### src/design/esh_pkg.sv
// Shared constants, types and command codes of the error statistics histogram.
package esh_pkg;

    localparam int NUM_BUCKETS = 150;
    localparam int SAMPLE_BITS = 24;
    localparam int FRAC_BITS   = 20;
    localparam int COUNT_BITS  = 32;

    localparam int MAG_BITS    = SAMPLE_BITS + 1;
    localparam int SQ_BITS     = 2 * MAG_BITS;
    localparam int SCALE_BITS  = 16;
    localparam int SCALED_BITS = MAG_BITS + SCALE_BITS;
    localparam int IDX_BITS    = $clog2(NUM_BUCKETS);
    localparam int HTOT_BITS   = COUNT_BITS + $clog2(NUM_BUCKETS);
    localparam int QUANT_BITS  = 17;
    localparam int QUANT_SHIFT = 16;
    localparam int QCMP_BITS   = HTOT_BITS + QUANT_BITS;

    localparam int SUM_BITS    = 64;
    localparam int SEEN_BITS   = 40;
    localparam int MAXERR_BITS = 24;
    localparam int SEL_BITS    = 8;
    localparam int QB_BITS     = 8;
    localparam int BC_BITS     = 32;

    localparam logic [SCALE_BITS-1:0] SCALE_RESET = SCALE_BITS'(5000);
    localparam logic [QUANT_BITS-1:0] QUANT_ONE   = QUANT_BITS'(65536);
    localparam logic [IDX_BITS-1:0]   LAST_IDX    = IDX_BITS'(NUM_BUCKETS - 1);

    typedef enum logic [1:0] {
        CMD_SAMPLE   = 2'd0,
        CMD_QUANTILE = 2'd1,
        CMD_READ     = 2'd2,
        CMD_CLEAR    = 2'd3
    } t_cmd;

    // error datapath results handed to the control FSM
    typedef struct packed {
        logic [MAG_BITS-1:0] mag;
        logic [SQ_BITS-1:0]  sq;
        logic [IDX_BITS-1:0] idx;
    } t_calc;

endpackage

### src/design/esh_err_calc.sv
// Error datapath: magnitude of the difference, its square and the bucket index.
module esh_err_calc (
    input  logic                                   i_clk,
    input  logic                                   i_load,
    input  logic signed [esh_pkg::SAMPLE_BITS-1:0] i_orig,
    input  logic signed [esh_pkg::SAMPLE_BITS-1:0] i_rest,
    input  logic [esh_pkg::SCALE_BITS-1:0]         i_scale,
    output esh_pkg::t_calc                         o_calc
);
    import esh_pkg::*;

    logic signed [MAG_BITS-1:0] w_diff;
    logic [MAG_BITS-1:0]        w_mag;
    logic [MAG_BITS-1:0]        r_mag;
    logic [SQ_BITS-1:0]         r_sq;
    logic [SCALED_BITS-1:0]     r_scaled;
    logic [SCALED_BITS-1:0]     w_shifted;

    assign w_diff = MAG_BITS'(i_orig) - MAG_BITS'(i_rest);
    assign w_mag  = w_diff[MAG_BITS-1] ? MAG_BITS'(-w_diff) : MAG_BITS'(w_diff);

    // stage 1: hold the magnitude of the accepted beat
    always_ff @(posedge i_clk) begin
        if (i_load) begin
            r_mag <= w_mag;
        end
    end

    // stage 2: both products
    always_ff @(posedge i_clk) begin
        r_sq     <= SQ_BITS'(r_mag) * SQ_BITS'(r_mag);
        r_scaled <= SCALED_BITS'(r_mag) * SCALED_BITS'(i_scale);
    end

    assign w_shifted = r_scaled >> FRAC_BITS;

    always_comb begin
        o_calc.mag = r_mag;
        o_calc.sq  = r_sq;
        // clamp to the last bucket
        if (w_shifted > SCALED_BITS'(NUM_BUCKETS - 1)) begin
            o_calc.idx = LAST_IDX;
        end else begin
            o_calc.idx = IDX_BITS'(w_shifted);
        end
    end
endmodule

### config.mk
export PLATFORM = sky130hd
export DESIGN_NAME = esh_err_calc
export DESIGN_NICKNAME = d
export VERILOG_FILES = /design/src/design/esh_pkg.sv /design/src/design/esh_err_calc.sv
export SDC_FILE = /design/constraint.sdc
export NUM_CORES = 2
export LEC_CHECK = 0
export BUFFER_PORTS_ARGS = -buffer_cell sky130_fd_sc_hd__buf_2
export CORE_MARGIN = 5
export CORE_UTILIZATION = 45
export CTS_BUF_LIST = sky130_fd_sc_hd__clkbuf_8 sky130_fd_sc_hd__clkbuf_16
export DETAILED_ROUTE_END_ITERATION = 7
export GPL_ROUTABILITY_DRIVEN = 0
export PLACE_DENSITY = 0.58
export RECOVER_POWER = 100
export SLEW_MARGIN = 25
export SYNTH_ARGS = -nofsm -noshare
export SYNTH_HDL_FRONTEND = slang
export SYNTH_SLANG_ARGS = --single-unit
export TNS_END_PERCENT = 100
### constraint.sdc
create_clock -name i_clk -period 8.82 [get_ports i_clk]
set_input_delay 0.441 -clock i_clk [delete_from_list [all_inputs] [get_ports i_clk]]
set_output_delay 0.441 -clock i_clk [all_outputs]
set_load 0.1 [all_outputs]
# Word-level counts from Yosys, hierarchy flattened
# Index checks and enable logic that the tools add are counted.
# op_classes
n_mux,2
n_addsub,2
order_cmp,1
n_mul,2
# op_table
operator,count
25-bit by 25-bit multiplier with 50-bit output,1
25-bit by 16-bit multiplier with 41-bit output,1
25-bit negator,1
24-bit by 24-bit subtractor with 25-bit output,1
24-bit two-way mux,1
"21-bit by 8-bit greater-than comparator with 1-bit output, second input constant",1
8-bit two-way mux,1
# totals
wordCells,11
register_bits,116

# Longest topological paths before layout
# depth
depth_word,3
mapped_depth,29

# Least setup slack after synthesis
# No wires, ideal clock.
# synth_path
path_kind,register to register
from,register r_mag[15]
to,register r_sq[37]
setup_ns,0.119
n_path_buf,3
stages_incl_launch_ff,30
synth_period_minus_slack_ns,7.585
arrival_time_ns,7.465
slack_ns,1.235
path_cell_list,edfxtp_1 -> clkbuf_1 -> clkbuf_1 -> nand2_1 -> fa_1 -> inv_1 -> fa_1 -> inv_1 -> fa_1 -> inv_1 -> fa_1 -> inv_1 -> fa_1 -> inv_1 -> fa_1 -> inv_1 -> fa_1 -> inv_1 -> ha_1 -> clkbuf_1 -> nand4_1 -> o21ai_0 -> a211o_1 -> o211a_1 -> a21oi_1 -> o21bai_1 -> a221oi_2 -> o21ai_1 -> a21oi_1 -> xnor2_1
# synth_via
elab_chain_cells,1
# synth_lines
element,line_no,source
from (decl),esh_err_calc.sv:14,logic [MAG_BITS-1:0] r_mag;
from (signal assigned),esh_err_calc.sv:25,r_mag <= w_mag;
25-bit by 25-bit multiplier with 50-bit output,esh_err_calc.sv:31,r_sq <= SQ_BITS'(r_mag) * SQ_BITS'(r_mag);
to (signal assigned),esh_err_calc.sv:31,
to (decl),esh_err_calc.sv:15,logic [SQ_BITS-1:0] r_sq;
# No other way between the ends.
# A chain may end at the register's enable or synchronous reset.

# Worst setup path after layout
# layout_path
from,register r_mag[6]
to,register r_sq[34]
# The elaborated chain is that of the path after synthesis.

==> results by group <==
Run status
  • Status: finished, violations left
  • Violated checks: capacitance limit, slew limit

Yosys
  • Sequential-to-total area share from yosys stat: 6.29%
  • Post-synth EDFFs: 25
  • Synth Flop Type: dfxtp_1
  • Gate Count Post-Synth: 3782
  • Share of the synthesized area in the top cell type: 46.0%
  • Synth area leader: fa_1
  • Ys async rst share: 0%
  • Area contributors post-synth: fa_1 (46%), ha_1 (12%), inv_1 (11%)
  • Count leader, synth: inv_1
  • Synth Register Bits: 95
  • YS warnings: 0
  • Syn nets: approximately 5000
  • Distinct cells, synth: 81
  • Synth Cell Area: 34200 sq um
  • Top cells by count, synth: inv_1 (1044), fa_1 (786), nand2_1 (459)
  • Synth Area per Inst: 9.04 sq um

CTS
  • Clock buffer depth: 2
  • Clk slew on worst S/H paths: 0.09 ns
  • Postcts setup bufs: 0
  • Clock root cell: clkbuf_16
  • Total clock sinks: 95
  • H-tree depth: 3
  • Num CTS Buffers: 9
  • CTS tree: built
  • # resized after CTS: 0
  • Hold-fix buffers, CTS: 0
  • Worst-skew pair later-pin latency: slightly above 0.4 ns

Finish
  • Fin util: 47.7%
  • Fin area: 36100 sq um
  • Multi-input logic area: 27500 sq um
  • Final nets: 5013
  • Antenna cells: 0
  • Flip-flop and latch area: around 2200 sq um
  • Layout fillers: between 7000 and 8000
  • P&R area growth vs syn: 5.54%
  • Layout cells sized above 1: 3.93%

GRT
  • Grt total ovfl: 0
  • Global routing usage on met2: about 37%
  • Vias in the first global route: 26576
  • Largest net degree at the start of global routing: 37
  • GR Util met1: 27.4%
  • GR peak layer: met2
  • Gr usage total: 20.8%
  • M3 GR Usage: 3.01%
  • First-pass GRT wire length: approximately 140000 microns
  • Initial antenna violation count: 0

Worst setup path
  • Critical Path AT: 8.38 ns
  • RR Endpoint: r_sq[34]
  • Worst-path maximum fanout: 24
  • Setup crit end kind: flop
  • Worst stage delay on the critical path: 1.02 ns
  • Cell repeated most along the worst path: fa_1
  • Crit path to: r_sq[34]
  • CP startpoint: r_mag[6]
  • R2R depth: 24
  • CP Launch Type: flop
  • Crit path cell chain: clkbuf_1 -> nand2_1 -> inv_1 -> fa_1 -> inv_1 -> fa_1 -> inv_1 -> fa_1 -> fa_1 -> inv_1 -> fa_1 -> fa_1 -> inv_1 -> ha_1 -> a21o_1 -> a31oi_1 -> o21a_1 -> o21ai_0 -> a31oi_1 -> o21ai_0 -> a221oi_2 -> o21ai_1 -> a21oi_1 -> xnor2_1
  • Crit-path slowest cell: clkbuf_1
  • Reg2reg start: r_mag[6]
  • CP required: 9.16 ns
  • R2r setup slk: 0.78 ns
  • Crit Path Class: flop to flop

Route
  • Detailed Route WL: 81100 microns
  • Routed WL per cell: 16.8 microns
  • Routed Antenna Nets: 0
  • Vias/cell: 4.98
  • Drt first pass iters: 6
  • Drt first-iter violations: between 1000 and 1500
  • Drt drc: 0
  • Routed via count: 24009

STA
  • Final setup viols: 0
  • Slew HR: -4.33%
  • Max-slew violations: 26
  • Tcrit/Tclk final: 91.2%
  • RSZ-0062 raised after global routing: false
  • Final Skew: 0.0138 ns
  • Final hold violations: 0
  • Final min period: 8.04 ns
  • Final hold slack: about 0.52 ns
  • Worst-Margin Slew: 1.56 ns
  • TNS Setup: 0 ns
  • Peak Freq: 124 MHz

Floorplan
  • Core area: 75700 sq um
  • IO Pins: 149
  • Full die area: 81600 sq um
  • Die Y: between 200 and 300 microns
  • Die X: roughly 290 microns
  • Initial core utilization: approximately 45%
  • Placement Rows: 101

Placed design
  • IO Port Bufs: 147
  • Post-DP Area: about 36000 sq um
  • Hpwl dp: 67800 microns

Job
  • Max_cap viols: 1

Min path
  • Hold WC Path Type: input pin to flop
-- layer usage --
| metal | wire, microns | vias to the layer above |
|---|---|---|
| met5 | 0 | - |
| met4 | 1700 | 0 |
| met3 | 3870 | 88 |
| met2 | 40600 | 500 |
| met1 | 34900 | 12224 |
| li1 | - | 11197 |
-- cells by family (layout without fill, tap and decap cells) --
group	after synthesis	count (layout)	synth area share [%]
AO/OA/AOI/OAI	312	312	6.18
adder cells (fa/ha/maj)	1109	1109	57.8
AND/OR/NAND/NOR	947	947	13.3
multiplexers	3	3	0.0951
buffers and inverters	1196	1257	13.2
flip-flops	95	95	6.29
other	1	1	0.0110
XOR/XNOR	119	119	3.05
-- layout make-up --
cell class | instances | share of cell area, %
clock buffers | 12 | 0.801
clock inverters | 4 | 0.0867
inverters | 1044 | 10.9
multi-input cells | 2491 | 76.1
flip-flops and latches | 95 | 5.96
well taps | 978 | 3.39
repair buffers | 197 | 2.77
-- metrics by stage --
stage          setup WS (ns)  cells
2_1_floorplan           1.24   3782
3_3_place_gp            1.22   4804
3_5_place_dp            1.15   4804
4_1_cts                 1.13   4820
5_1_grt                0.310   4821
6_report               0.776   4821
-- critical path, delay by kind of cell, from the launching register on --
family / cells / cell delay, ns
adders and majority gates: 7 / 2.86
AOI/OAI and AO/OA: 9 / 2.37
buffers and inverters: 6 / 1.42
DFF: 1 / 0.96
and+or+nand+nor: 1 / 0.23
xor gates and xnor gates: 1 / 0.13
-- layout by cell type, fill, tap and decap left out, types with 10 or more instances in the layout --
master | Yosys | layout
nand2_1 | 459 | 459
inv_1 | 1044 | 1044
a211oi_1 | 10 | 11
buf_2 | 2 | 64
and3_1 | 10 | 10
nor2_1 | 92 | 92
and2_1 | 277 | 275
clkbuf_1 | 144 | 87
nor2b_1 | 15 | 15
clkbuf_16 | 0 | 11
a21oi_1 | 104 | 104
xor2_1 | 41 | 41
a21o_1 | 50 | 50
buf_4 | 1 | 45
nand3_1 | 27 | 28
xnor2_1 | 78 | 78
o21ai_0 | 39 | 47
edfxtp_1 | 25 | 25
dfxtp_1 | 70 | 70
a31oi_1 | 13 | 14
o21bai_1 | 17 | 17
nor3_1 | 14 | 14
o21a_1 | 12 | 13
fa_1 | 786 | 786
nand4_1 | 21 | 21
ha_1 | 323 | 323
-- how the worst min path moves through the flow --
stage	startpoint	to	depth (start not counted)
after floorplan	i_load	r_mag[0]	0
after global placement	i_rest[0]	r_mag[0]	3
after detailed placement	i_rest[0]	r_mag[0]	3
after CTS	i_rest[0]	r_mag[0]	3
after global routing	i_rest[0]	r_mag[0]	3
final	i_rest[0]	r_mag[0]	3
-- state kept, by name, summed over array words and instances (netlist names) --
register,count
r_mag,25
r_scaled,21
r_sq,49
Power is not shown: default switching activity piles up to over one toggle a cycle in this logic, so the estimate is an artifact.
