`src/design/esh_count_ram.sv`:
```
// Simple dual-port RAM with registered read, holds the bucket counts.
module esh_count_ram #(
    parameter int DEPTH = 150,
    parameter int WIDTH = 32
) (
    input  logic                     i_clk,
    input  logic                     i_we,
    input  logic [$clog2(DEPTH)-1:0] i_waddr,
    input  logic [WIDTH-1:0]         i_wdata,
    input  logic [$clog2(DEPTH)-1:0] i_raddr,
    output logic [WIDTH-1:0]         o_rdata
);
    logic [WIDTH-1:0] r_mem [DEPTH];
    logic [WIDTH-1:0] r_rdata;

    always_ff @(posedge i_clk) begin
        if (i_we) begin
            r_mem[i_waddr] <= i_wdata;
        end
    end

    always_ff @(posedge i_clk) begin
        r_rdata <= r_mem[i_raddr];
    end

    assign o_rdata = r_rdata;
endmodule

```
`config.mk`:
```
export PLATFORM = sky130hd
export DESIGN_NAME = esh_count_ram
export DESIGN_NICKNAME = d
export VERILOG_FILES = /design/src/design/esh_count_ram.sv
export SDC_FILE = /design/constraint.sdc
export NUM_CORES = 2
export LEC_CHECK = 0
export BUFFER_PORTS_ARGS = -buffer_cell sky130_fd_sc_hd__buf_4
export CAP_MARGIN = 20
export CORE_MARGIN = 1
export CORE_UTILIZATION = 35
export DETAILED_ROUTE_END_ITERATION = 16
export PLACE_DENSITY = 0.52
export SYNTH_ARGS = -nofsm -noshare
export SYNTH_HDL_FRONTEND = slang
export SYNTH_MEMORY_MAX_BITS = 65536
export SYNTH_SLANG_ARGS = --single-unit
```
`constraint.sdc`:
```
create_clock -name i_clk -period 3.7 [get_ports i_clk]
set_input_delay 0.37 -clock i_clk [delete_from_list [all_inputs] [get_ports i_clk]]
set_output_delay 0.37 -clock i_clk [all_outputs]
set_load 0.05 [all_outputs]
```
### Word level (Yosys, flattened, before mapping)

Memory sizes are Yosys's and may differ from the RTL's. A register that Yosys moved wholly into a read port is not among the register bits.
Cells that the tools add are included.

* mux-type cells: 2

Operators by type and width (count)
* $mux W1: 2

* bits in registers: 0
* bits in writable memories: 4800
* input port bits: 50
* output and inout bits: 32
* memories: 1

Memory list
* r_mem: words 150, width 32, rd ports 1, clocked after memory_dff 1, wr ports 1, line 13 `logic [WIDTH-1:0] r_mem [DEPTH];`

### Longest topological paths before layout

* depth in word-level cells: 2
* gate-level depth with buffers: 13
* gate-level depth less buffers: 6

### Worst setup path before layout

Ideal clock, no wire load.

* kind: input to register
* from: input i_waddr[0]
* to: memory r_mem[113][0], enable pin
* library setup time: 0.421 ns
* arrival: 2.442 ns
* slack: 0.837 ns
* stages on the path: 4
* path buffers: 1
* path through: clkbuf_1 -> nor2b_1 -> nand2_1 -> nor2_1

RTL lines
* start: declaration: line 8 `input logic [$clog2(DEPTH)-1:0] i_waddr,`
* end: declaration: line 13

No word-level cell before the write port.

==> run_summary.xml <==
<?xml version="1.0" encoding="UTF-8"?>
<metrics>
  <group name="run_status">
    <metric name="status" unit="">finished, violations left</metric>
    <metric name="failed_checks" unit="">max-slew violations</metric>
  </group>
  <group name="worst_setup_path">
    <metric name="timing.reg2reg.setup_slack" unit="ns">0.45</metric>
    <metric name="timing.reg2reg.worst_path_depth" unit="">8</metric>
    <metric name="r2r_end" unit="">o_rdata[18]</metric>
    <metric name="worst_r2r_startpoint" unit="">r_mem[126][18]</metric>
    <metric name="path_class" unit="">reg2reg</metric>
    <metric name="worst_setup_path_start_kind" unit="">flip-flop</metric>
    <metric name="worstPathRequired" unit="ns">4.53</metric>
    <metric name="cp_data_arrival_time" unit="ns">4.08</metric>
    <metric name="cp_max_fo" unit="">1</metric>
    <metric name="crit_path_end_kind" unit="">flip-flop</metric>
  </group>
  <group name="cells_and_area">
    <metric name="num-nets-final" unit="">9084</metric>
    <metric name="layout.filler_cells" unit="">45200</metric>
    <metric name="layout-area-overhead-vs-synth" unit="%">17.8</metric>
    <metric name="drive_above_1_share" unit="%">30.1</metric>
    <metric name="final_common_cell" unit="">sky130_fd_sc_hd__edfxtp_1</metric>
    <metric name="layout.cells.most_common_list" unit="">sky130_fd_sc_hd__edfxtp_1, sky130_fd_sc_hd__mux4_2, sky130_fd_sc_hd__buf_4</metric>
    <metric name="layoutNonFillerInstCount" unit="">16400</metric>
  </group>
  <group name="clocking">
    <metric name="tritoncts_clock_tree" unit="">yes</metric>
    <metric name="library_cell_used_as_clock_root_buffer" unit="">sky130_fd_sc_hd__clkbuf_16</metric>
    <metric name="clock-sinks" unit="">4832</metric>
    <metric name="post_cts_buffers" unit="">0</metric>
    <metric name="clk_pin_slew_worst_paths" unit="ns">0.06</metric>
    <metric name="post_cts_resized" unit="">0</metric>
    <metric name="clkLatencyLatePin" unit="ns">1.06</metric>
    <metric name="ctsLongestPathBuffers" unit="">4</metric>
    <metric name="cts_htree_levels" unit="">6</metric>
    <metric name="tritoncts.num_buffers" unit="">521</metric>
    <metric name="postCtsHoldBufs" unit="">30</metric>
  </group>
  <group name="global_routing">
    <metric name="first_global_vias" unit="">93100</metric>
    <metric name="grt.overflow.total" unit="">0</metric>
    <metric name="grt_max_degree" unit="">112</metric>
    <metric name="groute.usage.overall" unit="%">21.8</metric>
    <metric name="grt_first_pass_wirelength" unit="um">797000</metric>
    <metric name="antenna_found_initial" unit="">71</metric>
  </group>
  <group name="sta">
    <metric name="layout_worst_path_cycle_share" unit="%">87.8</metric>
    <metric name="timing_worst_slew_pin_value" unit="ns">1.63</metric>
    <metric name="report.final.setup_viol" unit="">0</metric>
    <metric name="final.setup_skew" unit="ns">0.0654</metric>
    <metric name="grt_setup_unrepaired" unit="">no</metric>
    <metric name="period_needed" unit="ns">3.25</metric>
    <metric name="report.final.slew_viol_count" unit="">34</metric>
    <metric name="relSlewSlack" unit="%">-8.75</metric>
    <metric name="f_max" unit="MHz">308</metric>
    <metric name="hold_ws" unit="ns">0.0574</metric>
    <metric name="hold_viol" unit="">0</metric>
  </group>
  <group name="place">
    <metric name="port_buffers" unit="">81</metric>
    <metric name="place.detailed.instances" unit="">15400</metric>
    <metric name="gp_congestion" unit="">0.855</metric>
    <metric name="post-dp-hpwl" unit="um">355000</metric>
  </group>
  <group name="min_path">
    <metric name="worstHoldStart" unit="">i_wdata[4]</metric>
    <metric name="min_delay_worst_endpoint" unit="">r_mem[87][4]</metric>
    <metric name="hold_path.class" unit="">in2reg</metric>
    <metric name="hold_depth" unit="">1</metric>
  </group>
  <group name="drt">
    <metric name="routed_wire_length_per_instance" unit="um">35.9</metric>
    <metric name="initialDrtViolationCount" unit="">13800</metric>
    <metric name="firstDrtPassIters" unit="">6</metric>
    <metric name="wirelength_routed" unit="um">588000</metric>
    <metric name="remaining_routing_drc_violations" unit="">0</metric>
    <metric name="detailroute.via_count" unit="">93800</metric>
    <metric name="antenna_violating_nets_post_route" unit="">0</metric>
    <metric name="viasPerCell" unit="">5.72</metric>
  </group>
  <group name="floorplanning">
    <metric name="cell_row_count" unit="">265</metric>
    <metric name="design.core.area" unit="mm2">0.522</metric>
    <metric name="die_height" unit="um">727</metric>
    <metric name="top_level_ports" unit="">82</metric>
    <metric name="die_area" unit="mm2">0.528</metric>
    <metric name="fp.dieW" unit="um">727</metric>
    <metric name="initial_utilization" unit="%">35.2</metric>
  </group>
  <group name="job">
    <metric name="drv.max_cap_violation_count" unit="">0</metric>
  </group>
  <group name="logic_synthesis">
    <metric name="postSynthAreaPerCell" unit="um2">22.6</metric>
    <metric name="syn_nets" unit="">8163</metric>
    <metric name="post_synthesis_instance_total" unit="">8113</metric>
    <metric name="synth_cell_type_count" unit="">68</metric>
    <metric name="post_synth_instance_area" unit="mm2">0.184</metric>
    <metric name="synth_sequential_area_ratio" unit="%">78.8</metric>
    <metric name="synth_ff_type" unit="">sky130_fd_sc_hd__edfxtp_1</metric>
    <metric name="asyncSetResetFlopFracSynth" unit="%">0</metric>
    <metric name="number_of_enable_type_register_cells_in_the_synthesized_netlist" unit="">4800</metric>
    <metric name="synth_seq_cells" unit="">4832</metric>
    <metric name="yosys_warnings" unit="">0</metric>
  </group>
  <group name="pwr">
    <metric name="static-leakage-power" unit="uW">0.0676</metric>
    <metric name="totalPowerFinal" unit="uW">118000</metric>
    <metric name="vdd.ir_drop.worst" unit="mV">0.449</metric>
    <metric name="power_density" unit="mW/mm2">545</metric>
  </group>
</metrics>
-- final cells by class --
type	count	area (um2)	area share, %
repair buffers	855	8830	4.08
clock inverters	260	2510	1.16
clock buffers	666	13900	6.44
diodes	17	42.5	0.0196
well taps	6942	8690	4.01
flip-flops and latches	4832	145000	66.9
multi-input cells	2821	37700	17.4
inverters	3	21.3	0.00982
-- cells by family (layout without fill, tap and decap cells) --
kind of cell / Yosys count / in the layout / synth area share, %
multiplexers: 1448 / 1448 / 15.4
flip-flops: 4832 / 4832 / 78.8
other: 0 / 17 / 0
AO/OA/AOI/OAI: 787 / 787 / 2.98
buffers and inverters: 460 / 1784 / 1.36
AND/OR/NAND/NOR: 586 / 586 / 1.43
-- sequential cells by signal, indices dropped and copies added, names as in the netlist --
| name | cells |
|---|---|
| o_rdata | 32 |
| r_mem | 4800 |
-- worst max-delay path by stage --
| stage | start | to | slack (ns) | depth (start not counted) |
|---|---|---|---|---|
| 2_1_floorplan | i_waddr[0] | r_mem[113][0] | 0.84 | 4 |
| 3_3_place_gp | i_raddr[2] | o_rdata[10] | -1.44 | 9 |
| 3_5_place_dp | i_raddr[2] | o_rdata[0] | -0.50 | 10 |
| 4_1_cts | r_mem[126][18] | o_rdata[18] | 0.58 | 8 |
| 5_1_grt | r_mem[126][18] | o_rdata[18] | 0.47 | 8 |
| 6_report | r_mem[126][18] | o_rdata[18] | 0.45 | 8 |
-- metrics by stage --
step	util (%)	cell area, um2	TNS (ns)	setup WS [ns]
2_1_floorplan	-	184000	0	0.837
3_3_place_gp	38.2	200000	-4.72	-1.44
3_5_place_dp	38.3	200000	-1.56	-0.496
4_1_cts	41.5	216000	0	0.581
5_1_grt	41.5	216000	0	0.473
6_report	41.5	217000	0	0.453
-- report_power, final --
group          switching, uW  total, uW  leakage, uW  internal [uW]
Clock                  21700      50700      0.00802          29000
Sequential               251      60600       0.0434          60300
Combinational           4390       6620       0.0161           2230
-- Yosys cell counts (4+ instances only) --
library cell / number / area share, %
sky130_fd_sc_hd__a32o_1: 6 / 0.033
sky130_fd_sc_hd__nor3_1: 39 / 0.11
sky130_fd_sc_hd__a221oi_1: 30 / 0.14
sky130_fd_sc_hd__nand4_1: 19 / 0.065
sky130_fd_sc_hd__o22ai_1: 145 / 0.49
sky130_fd_sc_hd__a211oi_1: 72 / 0.29
sky130_fd_sc_hd__a311oi_1: 5 / 0.024
sky130_fd_sc_hd__mux2i_1: 332 / 1.8
sky130_fd_sc_hd__a2111oi_0: 4 / 0.019
sky130_fd_sc_hd__a22oi_1: 144 / 0.59
sky130_fd_sc_hd__nand3_1: 53 / 0.14
sky130_fd_sc_hd__o21ai_1: 14 / 0.038
sky130_fd_sc_hd__and3_1: 9 / 0.031
sky130_fd_sc_hd__or3_1: 5 / 0.017
sky130_fd_sc_hd__dfxtp_1: 32 / 0.35
sky130_fd_sc_hd__clkbuf_1: 167 / 0.34
sky130_fd_sc_hd__mux4_2: 1108 / 14
sky130_fd_sc_hd__a22o_1: 13 / 0.062
sky130_fd_sc_hd__o41ai_1: 6 / 0.029
sky130_fd_sc_hd__buf_4: 67 / 0.27
sky130_fd_sc_hd__a21oi_1: 108 / 0.29
sky130_fd_sc_hd__and2_1: 18 / 0.061
sky130_fd_sc_hd__nand2b_1: 12 / 0.041
sky130_fd_sc_hd__or2_2: 5 / 0.017
sky130_fd_sc_hd__mux2_2: 7 / 0.043
sky130_fd_sc_hd__o2111ai_1: 4 / 0.019
sky130_fd_sc_hd__o21ai_0: 68 / 0.19
sky130_fd_sc_hd__o211ai_1: 35 / 0.14
sky130_fd_sc_hd__nor2b_1: 24 / 0.082
sky130_fd_sc_hd__nand2_1: 160 / 0.33
sky130_fd_sc_hd__buf_1: 31 / 0.063
sky130_fd_sc_hd__edfxtp_1: 4800 / 78
sky130_fd_sc_hd__o32ai_1: 6 / 0.029
sky130_fd_sc_hd__o221ai_1: 76 / 0.36
sky130_fd_sc_hd__buf_2: 147 / 0.40
sky130_fd_sc_hd__o311ai_1: 4 / 0.019
sky130_fd_sc_hd__a31oi_1: 19 / 0.065
sky130_fd_sc_hd__a32oi_1: 5 / 0.024
sky130_fd_sc_hd__buf_6: 42 / 0.26
sky130_fd_sc_hd__nor2_1: 217 / 0.44
sky130_fd_sc_hd__nor4_1: 11 / 0.037
-- metal layers --
metal / vias to the layer above / part of all wire [%] / GRT usage (%)
li1: 36700 / - / -
met1: 51700 / 41 / 30.8
met2: 4635 / 47 / 34.7
met3: 831 / 8.5 / 3.96
met5: - / 0.021 / 0
met4: 20 / 3.1 / 6.15
-- critical path: stages (launching register included) --
cell and delay, ns:
sky130_fd_sc_hd__edfxtp_1 0.36, sky130_fd_sc_hd__mux4_2 0.46, sky130_fd_sc_hd__a22o_1 0.25, sky130_fd_sc_hd__a211oi_1 0.90, sky130_fd_sc_hd__nor4_1 0.19, sky130_fd_sc_hd__buf_4 0.22, sky130_fd_sc_hd__o21ai_1 0.16, sky130_fd_sc_hd__buf_6 0.22
sky130_fd_sc_hd__nand3_1 0.25
(Power assumes the default switching activity.)
